## config.mk

```make
export PLATFORM = sky130hd
export DESIGN_NAME = stable_priority_queue_with_rekey
export DESIGN_NICKNAME = d
export VERILOG_FILES = /design/src/hw/rtl/spq_pkg.sv /design/src/hw/rtl/stable_priority_queue_with_rekey.sv /design/src/hw/rtl/spq_ram.sv /design/src/hw/rtl/spq_out_reg.sv
export SDC_FILE = /design/constraint.sdc
export NUM_CORES = 1
export LEC_CHECK = 0
export ABC_AREA = 1
export BUFFER_PORTS_ARGS = -buffer_cell sky130_fd_sc_hd__buf_2
export CAP_MARGIN = 20
export CORE_UTILIZATION = 55
export DETAILED_ROUTE_END_ITERATION = 6
export GPL_ROUTABILITY_DRIVEN = 1
export GPL_TIMING_DRIVEN = 0
export PLACE_DENSITY = 0.71
export SETUP_SLACK_MARGIN = 0.15
export SLEW_MARGIN = 20
export SYNTH_ARGS = -nofsm -noshare
export SYNTH_HDL_FRONTEND = slang
export SYNTH_SLANG_ARGS = --single-unit
```

## constraint.sdc

```tcl
create_clock -name clk_i -period 5.92 [get_ports clk_i]
set_input_delay 0.296 -clock clk_i [delete_from_list [all_inputs] [get_ports clk_i]]
set_output_delay 0.296 -clock clk_i [all_outputs]
set_load 0.005 [all_outputs]
```

## src/hw/rtl/spq_pkg.sv

```systemverilog
// Shared definitions for the stable priority queue: default sizes,
// operation and status codes. No dependencies.
package spq_pkg;

  localparam int DEPTH_DEF    = 16;
  localparam int ID_BITS_DEF  = 8;
  localparam int PRI_BITS_DEF = 8;
  localparam int OP_BITS      = 2;
  localparam int ST_BITS      = 2;
  localparam int OCC_BITS     = 5;

  typedef enum logic [OP_BITS-1:0] {
    OP_INSERT = 2'd0,
    OP_POP    = 2'd1,
    OP_CHANGE = 2'd2,
    OP_UNUSED = 2'd3
  } op_e;

  typedef enum logic [ST_BITS-1:0] {
    ST_DONE      = 2'd0,
    ST_EMPTY     = 2'd1,
    ST_NOT_FOUND = 2'd2,
    ST_FULL      = 2'd3
  } status_e;

endpackage

```

## src/hw/rtl/stable_priority_queue_with_rekey.sv

```systemverilog
// Stable priority queue with re-keying; sorted slots in one RAM (spq_ram),
// results through spq_out_reg; codes from spq_pkg.
// A pop runs the removal scan; a change runs it, then the insertion walk; an insert
// walks (or writes slot 0 of an empty queue). Refused, empty or unused-code requests
// go straight to the result. One request at a time: the next is taken after the
// result loads. Reset empties the queue; slots stay undefined.
module stable_priority_queue_with_rekey
  import spq_pkg::*;
#(
  parameter int DEPTH         = DEPTH_DEF,
  parameter int ID_BITS       = ID_BITS_DEF,
  parameter int PRIORITY_BITS = PRI_BITS_DEF,
  localparam int IN_DW  = ((ID_BITS + PRIORITY_BITS + 7) / 8) * 8,
  localparam int OUT_DW = ((ID_BITS + PRIORITY_BITS + OCC_BITS + 7) / 8) * 8
) (
  input  logic                clk_i,
  input  logic                rst_ni,
  input  logic                s_axis_tvalid,
  output logic                s_axis_tready,
  input  logic [IN_DW-1:0]    s_axis_tdata,   // entry_id, entry_priority
  input  logic [OP_BITS-1:0]  s_axis_tuser,   // operation
  output logic                m_axis_tvalid,
  input  logic                m_axis_tready,
  output logic [OUT_DW-1:0]   m_axis_tdata,   // served_id, served_priority, occupancy
  output logic [ST_BITS-1:0]  m_axis_tuser    // status
);

  localparam int AW = (DEPTH > 1) ? $clog2(DEPTH) : 1;
  localparam int CW = $clog2(DEPTH + 1);
  localparam int EW = ID_BITS + PRIORITY_BITS;

  typedef enum logic [4:0] {
    S_IDLE = 5'b00001,
    S_REM  = 5'b00010,
    S_INS  = 5'b00100,
    S_PUT  = 5'b01000,
    S_RES  = 5'b10000
  } state_e;

  state_e               state_q, state_d;
  logic [OP_BITS-1:0]   op_q, op_d;
  logic [ID_BITS-1:0]   id_q, id_d;
  logic [PRIORITY_BITS-1:0] pri_q, pri_d;
  logic [CW-1:0]        cnt_q, cnt_d;
  logic [CW-1:0]        rd_idx_q, rd_idx_d;
  logic [CW-1:0]        pidx_q, pidx_d;
  logic                 pend_q, pend_d;
  logic                 found_q, found_d;
  logic [EW-1:0]        served_q, served_d;
  status_e              status_q, status_d;

  logic                 ram_we;
  logic [AW-1:0]        ram_waddr, ram_raddr;
  logic [EW-1:0]        ram_wdata, ram_rdata;
  logic [ID_BITS-1:0]   rd_id;
  logic [PRIORITY_BITS-1:0] rd_pri;
  logic                 match, last, issue;
  logic [CW-1:0]        waddr_full;

  logic                 out_free, out_load;
  logic [OUT_DW-1:0]    res_data;
  logic [EW-1:0]        res_served;

  assign rd_id  = ram_rdata[ID_BITS-1:0];
  assign rd_pri = ram_rdata[EW-1:ID_BITS];
  assign s_axis_tready = (state_q == S_IDLE);

  always_comb begin
    state_d    = state_q;
    op_d       = op_q;
    id_d       = id_q;
    pri_d      = pri_q;
    cnt_d      = cnt_q;
    rd_idx_d   = rd_idx_q;
    pidx_d     = pidx_q;
    pend_d     = 1'b0;
    found_d    = found_q;
    served_d   = served_q;
    status_d   = status_q;
    ram_we     = 1'b0;
    waddr_full = '0;
    ram_wdata  = ram_rdata;
    ram_raddr  = rd_idx_q[AW-1:0];
    out_load   = 1'b0;
    match      = 1'b0;
    last       = 1'b0;
    issue      = 1'b0;

    case (state_q)
      S_IDLE: begin
        if (s_axis_tvalid) begin
          op_d     = s_axis_tuser;
          id_d     = s_axis_tdata[ID_BITS-1:0];
          pri_d    = s_axis_tdata[EW-1:ID_BITS];
          found_d  = 1'b0;
          served_d = '0;
          status_d = ST_DONE;
          rd_idx_d = '0;
          case (s_axis_tuser)
            OP_INSERT: begin
              if (cnt_q == CW'(DEPTH)) begin
                status_d = ST_FULL;
                state_d  = S_RES;
              end else if (cnt_q == '0) begin
                state_d = S_PUT;
              end else begin
                rd_idx_d = cnt_q - 1'b1;
                state_d  = S_INS;
              end
            end
            OP_POP: begin
              if (cnt_q == '0) begin
                status_d = ST_EMPTY;
                state_d  = S_RES;
              end else begin
                state_d = S_REM;
              end
            end
            OP_CHANGE: begin
              if (cnt_q == '0) begin
                status_d = ST_NOT_FOUND;
                state_d  = S_RES;
              end else begin
                state_d = S_REM;
              end
            end
            default: state_d = S_RES;
          endcase
        end
      end

      // Scan from the front; once the victim is found, move each later slot down one.
      S_REM: begin
        issue  = (rd_idx_q < cnt_q);
        pidx_d = rd_idx_q;
        if (issue) begin
          rd_idx_d = rd_idx_q + 1'b1;
        end
        if (pend_q) begin
          match = (op_q == OP_POP) ? (pidx_q == '0) : (rd_id == id_q);
          last  = (pidx_q == cnt_q - 1'b1);
          if (found_q) begin
            ram_we     = 1'b1;
            waddr_full = pidx_q - 1'b1;
          end else if (match) begin
            found_d  = 1'b1;
            served_d = ram_rdata;
          end
          if (last) begin
            if (found_q || match) begin
              cnt_d = cnt_q - 1'b1;
              if (op_q == OP_POP) begin
                state_d = S_RES;
              end else if (cnt_q == CW'(1)) begin
                state_d = S_PUT;
              end else begin
                rd_idx_d = cnt_q - CW'(2);
                state_d  = S_INS;
              end
            end else begin
              status_d = ST_NOT_FOUND;
              state_d  = S_RES;
            end
          end
        end
        pend_d = issue && !last;
      end

      // Walk from the back, shifting lower-priority slots up one until the spot opens.
      S_INS: begin
        pidx_d = rd_idx_q;
        pend_d = 1'b1;
        if (rd_idx_q != '0) begin
          rd_idx_d = rd_idx_q - 1'b1;
        end
        if (pend_q) begin
          ram_we     = 1'b1;
          waddr_full = pidx_q + 1'b1;
          if (rd_pri >= pri_q) begin
            ram_wdata = {pri_q, id_q};
            cnt_d     = cnt_q + 1'b1;
            state_d   = S_RES;
            pend_d    = 1'b0;
          end else if (pidx_q == '0) begin
            state_d = S_PUT;
            pend_d  = 1'b0;
          end
        end
      end

      S_PUT: begin
        ram_we     = 1'b1;
        waddr_full = '0;
        ram_wdata  = {pri_q, id_q};
        cnt_d      = cnt_q + 1'b1;
        state_d    = S_RES;
      end

      S_RES: begin
        if (out_free) begin
          out_load = 1'b1;
          state_d  = S_IDLE;
        end
      end

      default: state_d = S_IDLE;
    endcase
  end

  assign ram_waddr = waddr_full[AW-1:0];

  always_ff @(posedge clk_i or negedge rst_ni) begin
    if (!rst_ni) begin
      state_q <= S_IDLE;
      cnt_q   <= '0;
      pend_q  <= 1'b0;
      found_q <= 1'b0;
    end else begin
      state_q <= state_d;
      cnt_q   <= cnt_d;
      pend_q  <= pend_d;
      found_q <= found_d;
    end
  end

  always_ff @(posedge clk_i) begin
    op_q     <= op_d;
    id_q     <= id_d;
    pri_q    <= pri_d;
    rd_idx_q <= rd_idx_d;
    pidx_q   <= pidx_d;
    served_q <= served_d;
    status_q <= status_d;
  end

  spq_ram #(
    .WIDTH (EW),
    .DEPTH (DEPTH)
  ) u_slots (
    .clk_i   (clk_i),
    .we_i    (ram_we),
    .waddr_i (ram_waddr),
    .wdata_i (ram_wdata),
    .raddr_i (ram_raddr),
    .rdata_o (ram_rdata)
  );

  // Only a successful pop reports the removed entry.
  assign res_served = (op_q == OP_POP && status_q == ST_DONE) ? served_q : '0;
  assign res_data   = OUT_DW'({OCC_BITS'(cnt_q), res_served[EW-1:ID_BITS],
                               res_served[ID_BITS-1:0]});

  spq_out_reg #(
    .DW (OUT_DW),
    .UW (ST_BITS)
  ) u_out (
    .clk_i         (clk_i),
    .rst_ni        (rst_ni),
    .load_i        (out_load),
    .data_i        (res_data),
    .user_i        (status_q),
    .free_o        (out_free),
    .m_axis_tvalid (m_axis_tvalid),
    .m_axis_tready (m_axis_tready),
    .m_axis_tdata  (m_axis_tdata),
    .m_axis_tuser  (m_axis_tuser)
  );

  a_cnt_bound: assert property (@(posedge clk_i) disable iff (!rst_ni)
    cnt_q <= CW'(DEPTH))
    else $error("entry count above capacity");

  a_no_idle_write: assert property (@(posedge clk_i) disable iff (!rst_ni)
    (state_q == S_IDLE) |-> !ram_we)
    else $error("slot write while idle");

  a_accept_busy: assert property (@(posedge clk_i) disable iff (!rst_ni)
    (s_axis_tvalid && s_axis_tready) |=> (state_q != S_IDLE))
    else $error("transaction accepted without leaving idle");

  a_full_occ: assert property (@(posedge clk_i) disable iff (!rst_ni)
    (out_load && status_q == ST_FULL) |-> (cnt_q == CW'(DEPTH)))
    else $error("full status with free slots");

endmodule

```

## src/hw/rtl/spq_ram.sv

```systemverilog
// Generic single-write, single-read synchronous RAM with registered read.
// No dependencies.
module spq_ram #(
  parameter int WIDTH = 16,
  parameter int DEPTH = 16,
  localparam int AW = (DEPTH > 1) ? $clog2(DEPTH) : 1
) (
  input  logic             clk_i,
  input  logic             we_i,
  input  logic [AW-1:0]    waddr_i,
  input  logic [WIDTH-1:0] wdata_i,
  input  logic [AW-1:0]    raddr_i,
  output logic [WIDTH-1:0] rdata_o
);

  logic [WIDTH-1:0] mem_q [DEPTH];

  always_ff @(posedge clk_i) begin
    if (we_i) begin
      mem_q[waddr_i] <= wdata_i;
    end
    rdata_o <= mem_q[raddr_i];
  end

endmodule

```

## src/hw/rtl/spq_out_reg.sv

```systemverilog
// Output register of the queue: holds one finished result until the
// downstream side takes it. No dependencies.
module spq_out_reg #(
  parameter int DW = 24,
  parameter int UW = 2
) (
  input  logic          clk_i,
  input  logic          rst_ni,
  input  logic          load_i,
  input  logic [DW-1:0] data_i,
  input  logic [UW-1:0] user_i,
  output logic          free_o,
  output logic          m_axis_tvalid,
  input  logic          m_axis_tready,
  output logic [DW-1:0] m_axis_tdata,
  output logic [UW-1:0] m_axis_tuser
);

  logic          valid_q, valid_d;
  logic [DW-1:0] data_q;
  logic [UW-1:0] user_q;

  assign free_o = !valid_q || m_axis_tready;

  always_comb begin
    valid_d = valid_q;
    if (load_i) begin
      valid_d = 1'b1;
    end else if (m_axis_tready) begin
      valid_d = 1'b0;
    end
  end

  always_ff @(posedge clk_i or negedge rst_ni) begin
    if (!rst_ni) begin
      valid_q <= 1'b0;
    end else begin
      valid_q <= valid_d;
    end
  end

  always_ff @(posedge clk_i) begin
    if (load_i) begin
      data_q <= data_i;
      user_q <= user_i;
    end
  end

  assign m_axis_tvalid = valid_q;
  assign m_axis_tdata  = data_q;
  assign m_axis_tuser  = user_q;

endmodule

```

---- Yosys cells after proc, flatten, opt, wreduce, memory -nomap -nowiden ----
Memory sizes are Yosys's and may differ from the RTL's. A register that Yosys moved wholly into a read port is not among the register bits.
Index checks and enable logic that the tools add are counted.
cells by class
  $add $sub $neg .......................... 7
  multiply operators ...................... 0
  div/mod/pow operators ................... 0
  $lt $le $gt $ge ......................... 2
  equal/unequal tests ..................... 24
  shift-type cells ........................ 0
  muxes and demuxes ....................... 76
  bitwise operators ....................... 0
  reduce and logical (&&, ||, !) cells .... 24
operators with widths
  cell                 count
  $mux 5               27
  $mux 16              6
  $pmux 16 s2          2
  $pmux 5 s3           2
  $pmux 5 s5           1
  $ne 2x2->1 const B   11
  $mux 1               20
  $mux 4               5
  $mux 2               6
  $reduce_and 6->1     2
  $add 5x1->5 const B  2
  $eq 5x1->1 const B   2
  $eq 5x5->1 const B   2
  $logic_not 5->1      2
  $pmux 5 s2           1
  $reduce_and 5->1     2
  $sub 5x1->5 const B  2
  $eq 8x8->1           1
  $ge 8x8->1           1
  $pmux 4 s2           1
  $pmux 2 s3           1
  $reduce_and 3->1     2
  $reduce_bool 3->1    2
  $eq 5x2->1 const B   1
  other kinds (21)     29
storage, ports and cells
  register bits ........................... 82
  latch bits .............................. 0
  bits in writable memories ............... 256
  ROM bits ................................ 0
  bits of input ports ..................... 22
  output and inout bits ................... 28
  word-level logic and storage cells ...... 149
  memories kept ........................... 1
memories
  name           depth  bits a word  read ports  clocked after memory_dff  write ports  RTL line       RTL
  u_slots.mem_q  16     16           1           1                         1            spq_ram.sv:16  logic [WIDTH-1:0] mem_q [DEPTH];

---- Depth between registers and ports, before layout ----
  depth after elaboration ................. 8
  gate-level depth with buffers ........... 16
  gate-level depth less buffers ........... 16

---- Hierarchy ----
Synthesis repeated with hierarchy kept, for this count alone.
second synthesis, totals
  cell total of the unflattened synthesis .. 1674
  area, all modules ....................... 16494.6 sq um
by module, submodules not included
  module                            times used  cells an instance  area an instance (sq um)  sequential area each (sq um)
  spq_ram                           1           1076               11379.7                   8007.7
  stable_priority_queue_with_rekey  1           567                4289.1                    1682.9
  spq_out_reg                       1           31                 825.8                     805.8

---- Least setup slack after synthesis ----
OpenSTA, ideal clock, no wires.
  path type ............................... flip-flop to flip-flop
  start ................................... reg state_q[2]
  end ..................................... reg served_q[0], enable pin
  setup time .............................. 0.364 ns
  arrival time ............................ 2.322 ns
  required time ........................... 5.556 ns
  slack ................................... 3.234 ns
  stages on the path, launching flop included .. 10
  buffers on the path ..................... 0
  period minus slack after synthesis ...... 2.686 ns
  cells stage by stage .................... dfrtp_1 -> nor2_2 -> nand4_1 -> nor2_1 -> nor2_1 -> inv_1 -> o21ai_0 -> nor2_1 -> nand2_1 -> inv_1
between the ends
  longest elaborated chain between the ends .. 3
  elaborated cells on any way between the ends .. 8
  those cells by class .................... 6 x eq/ne; 2 x reduce/logical
ends and longest elaborated chain
  item                                                       RTL line                                 RTL
  start: declaration                                         stable_priority_queue_with_rekey.sv:40   state_e state_q, state_d;
  start signal: assignment                                   stable_priority_queue_with_rekey.sv:219  state_q <= state_d;
  $eq 5x2->1 or $eq 5x1->1 (tied branches)                   stable_priority_queue_with_rekey.sv:89   case (state_q)
  $ne 2x2->1 (no line) or $reduce_bool 2->1 (tied branches)  n/a
  $reduce_and 5->1 (no line) *                               n/a
  end signal: assignment                                     stable_priority_queue_with_rekey.sv:232  served_q <= served_d;
  end: declaration                                           stable_priority_queue_with_rekey.sv:49   logic [EW-1:0] served_q, served_d;
Every way passes the cells marked *; elsewhere a longest branch is shown, timed or not.
A chain may end at the register's enable or synchronous reset.

---- Worst setup path after layout ----
  start ................................... reg pri_q[5]
  end ..................................... mem u_slots.mem_q[8][12], data pin
between the ends
  longest elaborated chain between the ends .. 4
ends and longest elaborated chain
  item                      RTL line                                 RTL
  start: declaration        stable_priority_queue_with_rekey.sv:43   logic [PRIORITY_BITS-1:0] pri_q, pri_d;
  start signal: assignment  stable_priority_queue_with_rekey.sv:229  pri_q <= pri_d;
  $ge 8x8->1                stable_priority_queue_with_rekey.sv:179  if (rd_pri >= pri_q) begin
  $mux 16                   stable_priority_queue_with_rekey.sv:179
  $mux 16                   stable_priority_queue_with_rekey.sv:176  if (pend_q) begin
  $pmux 16 s2               stable_priority_queue_with_rekey.sv:89
  via ram_wdata[12]         stable_priority_queue_with_rekey.sv:54   logic [EW-1:0] ram_wdata, ram_rdata;
  end: declaration          spq_ram.sv:16
The timed path passes the listed nets, and every way through them passes these cells.

==> reports/summary.txt <==
Run status: completed
Die ar.: 0.0284 mm²
Setup CP Type: reg -> reg
Final Skew: 0.0212 ns
Area Growth Syn to Fin: 14.7%
Antenna viol nets, final: 0
Final min period: 3.31 ns
Slew margin rel.: 32.2%
Syn Std Cell Area: 0.0152 mm²
Max VDD drop: 0.000310 V
Largest net degree at the start of global routing: 19
Setup crit end kind: flip-flop
Top cells by area, synth: edfxtp_1 64%, nor2_1 5.3%, o21ai_0 5.1%
Mapped Avg Cell Area: 11.5 µm²
Slew of the pin with the lowest slew margin: 1.01 ns
CP arrival: 3.29 ns
Residual DRC: 0
Maxcap violations: 0
Post-synth EDFFs: 325
TritonCTS Buffers: 37
Post-route cell area: 0.0175 mm²
Setup Fix Bufs, Post-CTS: 0
Total number of vias: 10728
Global-route wire length before repair: 59.7 mm
RSZ-0062 raised after global routing: no
Synth Warn #: 0
CTS tree: done
Clock root cell: clkbuf_16
Drt wl/cell: 21.4 µm
Setup TNS: 0 ns
Distinct cells, synth: 48
Horiz. Die Dim: 168 µm
Initial DRC Count: 1385
Layout cells sized above 1: 12.6%
Vias/cell: 5.90
Core footprint: 0.0270 mm²
Clk_lat worst skew: 0.54 ns
GR Util All Layers: 28.2%
Total power: 8880 µW
Port Buf Inserts: 46
Row count: 60
Seq cells post-synth: 354
Yosys top cell area share: 64.1%
Seq/Total Area, Yosys: 68.3%
Required time of the worst setup path: 5.90 ns
CP max FO: 16
Fillcell total: 2044
Final setup viols: 0
Crit share post-route: 56.0%
Placed Instance Area: 0.0162 mm²
Number of global-route vias before repair: 10480
Post-synthesis cell count: 1324
Io pins: 50
ANT cells: 0
Final nets: 1499
CTS resizes: 0
First-pass DRT Iterations: 6
Most used DFF post-synth: edfxtp_1
Final Max Tran Viols: 0
Max Fclk: 302 MHz
Die extent in y: 168 µm
GRT overflow: 0
Final Hold Fails: 0
Reg clk slew, reported paths: 0.06 ns
HP Class: in -> reg
PwrDens: 508 mW/mm²
Clk sinks: 354
Lkg Pwr: 0.00644 µW
R2R setup slack: 2.61 ns
Maximum root-to-sink buffer count: 3
Routability cong.: 0.893
Routed WL: 38.9 mm
Async SR Flop Fraction: 3.67%
Yosys top cell by area: edfxtp_1
H-tree depth: 2
Starting Density: 56.3%
HPWL after DPL: 26.7 mm
CTS hold repair buffers: 19
Worst Setup Start Kind: flip-flop
Initial antenna violation count: 0
[placed cells by master, fill, tap and decap left out, types with 2 or more instances in the layout]
| cell type | count |
|---|---|
| a211oi_1 | 2 |
| a21oi_1 | 27 |
| and3_1 | 2 |
| buf_1 | 2 |
| buf_2 | 60 |
| buf_4 | 4 |
| buf_6 | 11 |
| buf_8 | 7 |
| clkbuf_1 | 56 |
| clkbuf_16 | 37 |
| clkbuf_8 | 3 |
| clkinv_1 | 5 |
| clkinv_2 | 9 |
| conb_1 | 3 |
| dfrtp_1 | 12 |
| dfxtp_1 | 16 |
| dlygate4sd3_1 | 19 |
| edfxtp_1 | 325 |
| ha_1 | 29 |
| inv_1 | 90 |
| inv_2 | 9 |
| inv_6 | 2 |
| nand2_1 | 159 |
| nand2_2 | 6 |
| nand3_1 | 63 |
| nand3_2 | 2 |
| nand3_4 | 2 |
| nand4_1 | 11 |
| nor2_1 | 197 |
| nor2_2 | 22 |
| nor2_4 | 2 |
| o211ai_1 | 14 |
| o21ai_0 | 155 |
| o21ai_1 | 9 |
| o221ai_1 | 18 |
| o22ai_1 | 46 |
| xnor2_1 | 7 |
| xor2_1 | 13 |
[worst paths after layout]
kind	from	to	cells past startpoint
max in group asynchronous	rst_ni	state_q[0]	2
worst max register to register	pri_q[5]	u_slots.mem_q[8][12]	11
worst min register to register	cnt_q[4]	u_out.m_axis_tdata[20]	0
worst max-delay path	pri_q[5]	u_slots.mem_q[8][12]	11
min in group asynchronous	rst_ni	found_q	2
worst min-delay path	m_axis_tready	u_out.m_axis_tvalid	4
[stage by stage]
step	std cells	util (%)	setup WS, ns	hold slack [ns]
after floorplan	1326	-	3.23	0.000409
after global placement	1713	58.8	2.57	0.204
after detailed placement	1731	59.8	2.63	0.203
after CTS	1817	64.6	2.59	0.0477
after global routing	1817	64.6	2.43	0.0784
final	1817	64.6	2.61	0.0518
[cell type report]
cell class	count	area, µm²	area share [%]
clock buffer	49	1000	5.73
clock inverter	18	109	0.623
multi-input combinational	806	4220	24.2
timing repair buffer	83	649	3.72
inverter	99	372	2.13
tap	341	427	2.44
sequential	354	10400	59.6
buffer	67	284	1.63
[cell families (layout without fill, tap and decap cells)]
| kind of cell | after synthesis | in the layout | share of synthesized area (%) |
|---|---|---|---|
| AOI/OAI and AO/OA | 280 | 280 | 10.5 |
| xor gates and xnor gates | 20 | 20 | 1.15 |
| adders and majority gates | 29 | 29 | 2.38 |
| buffers and inverters | 166 | 316 | 4.31 |
| DFF | 354 | 354 | 68.3 |
| other | 1 | 3 | 0.0246 |
| and+or+nand+nor | 474 | 474 | 13.3 |
[layer usage]
layer	vias to the layer above	part of all wire, %	track usage [%]
li1	4937	-	-
met1	5118	40	38.0
met2	564	45	43.9
met3	109	9.4	5.38
met4	0	5.2	14.7
met5	-	0	0
[synthesized netlist by cell type, types with 2 or more instances]
| library cell | instances |
|---|---|
| xnor2_1 | 7 |
| o22ai_1 | 46 |
| o21ai_1 | 9 |
| clkbuf_1 | 47 |
| o221ai_1 | 18 |
| o211ai_1 | 14 |
| nand3_2 | 2 |
| dfxtp_1 | 16 |
| nand3_1 | 63 |
| nand2_1 | 159 |
| ha_1 | 29 |
| dfrtp_1 | 12 |
| nand4_1 | 11 |
| xor2_1 | 13 |
| inv_2 | 9 |
| o21ai_0 | 155 |
| buf_4 | 4 |
| a21oi_1 | 27 |
| edfxtp_1 | 325 |
| nor2_2 | 4 |
| and3_1 | 2 |
| nor2_4 | 2 |
| buf_2 | 14 |
| nand2_2 | 6 |
| inv_1 | 90 |
| buf_1 | 2 |
| a211oi_1 | 2 |
| nor2_1 | 215 |
| nand3_4 | 2 |
[where the power goes]
group          total [µW]  switching [µW]  internal [µW]  leakage, µW
sequential           3560             193           3370      0.00326
clock                2140             940           1200     0.000550
combinational        3180            2360            819      0.00262
total                8880            3490           5390      0.00644
[state kept, by name (all words and copies together) (netlist names), 2 cells and up]
signal and cells:
cnt_q 5, id_q 8, op_q 2, pidx_q 5
pri_q 8, rd_idx_q 5, served_q 16, state_q 5
status_q 2, u_out.m_axis_tdata 21, u_out.m_axis_tuser 2, u_slots.mem_q 256
u_slots.rdata_o 16
[worst max-delay path: stages (launching register included)]
cell      delay (ns)
edfxtp_1        0.41
inv_1           0.09
ha_1            0.25
a21oi_1         0.17
nor2_1          0.05
nor3_1          0.17
nand3_1         0.24
nand2_1         0.22
buf_2           0.25
a21oi_1         0.09
o21ai_0         0.10
nand3_1         0.71
Power figures use the tool's default switching activity.
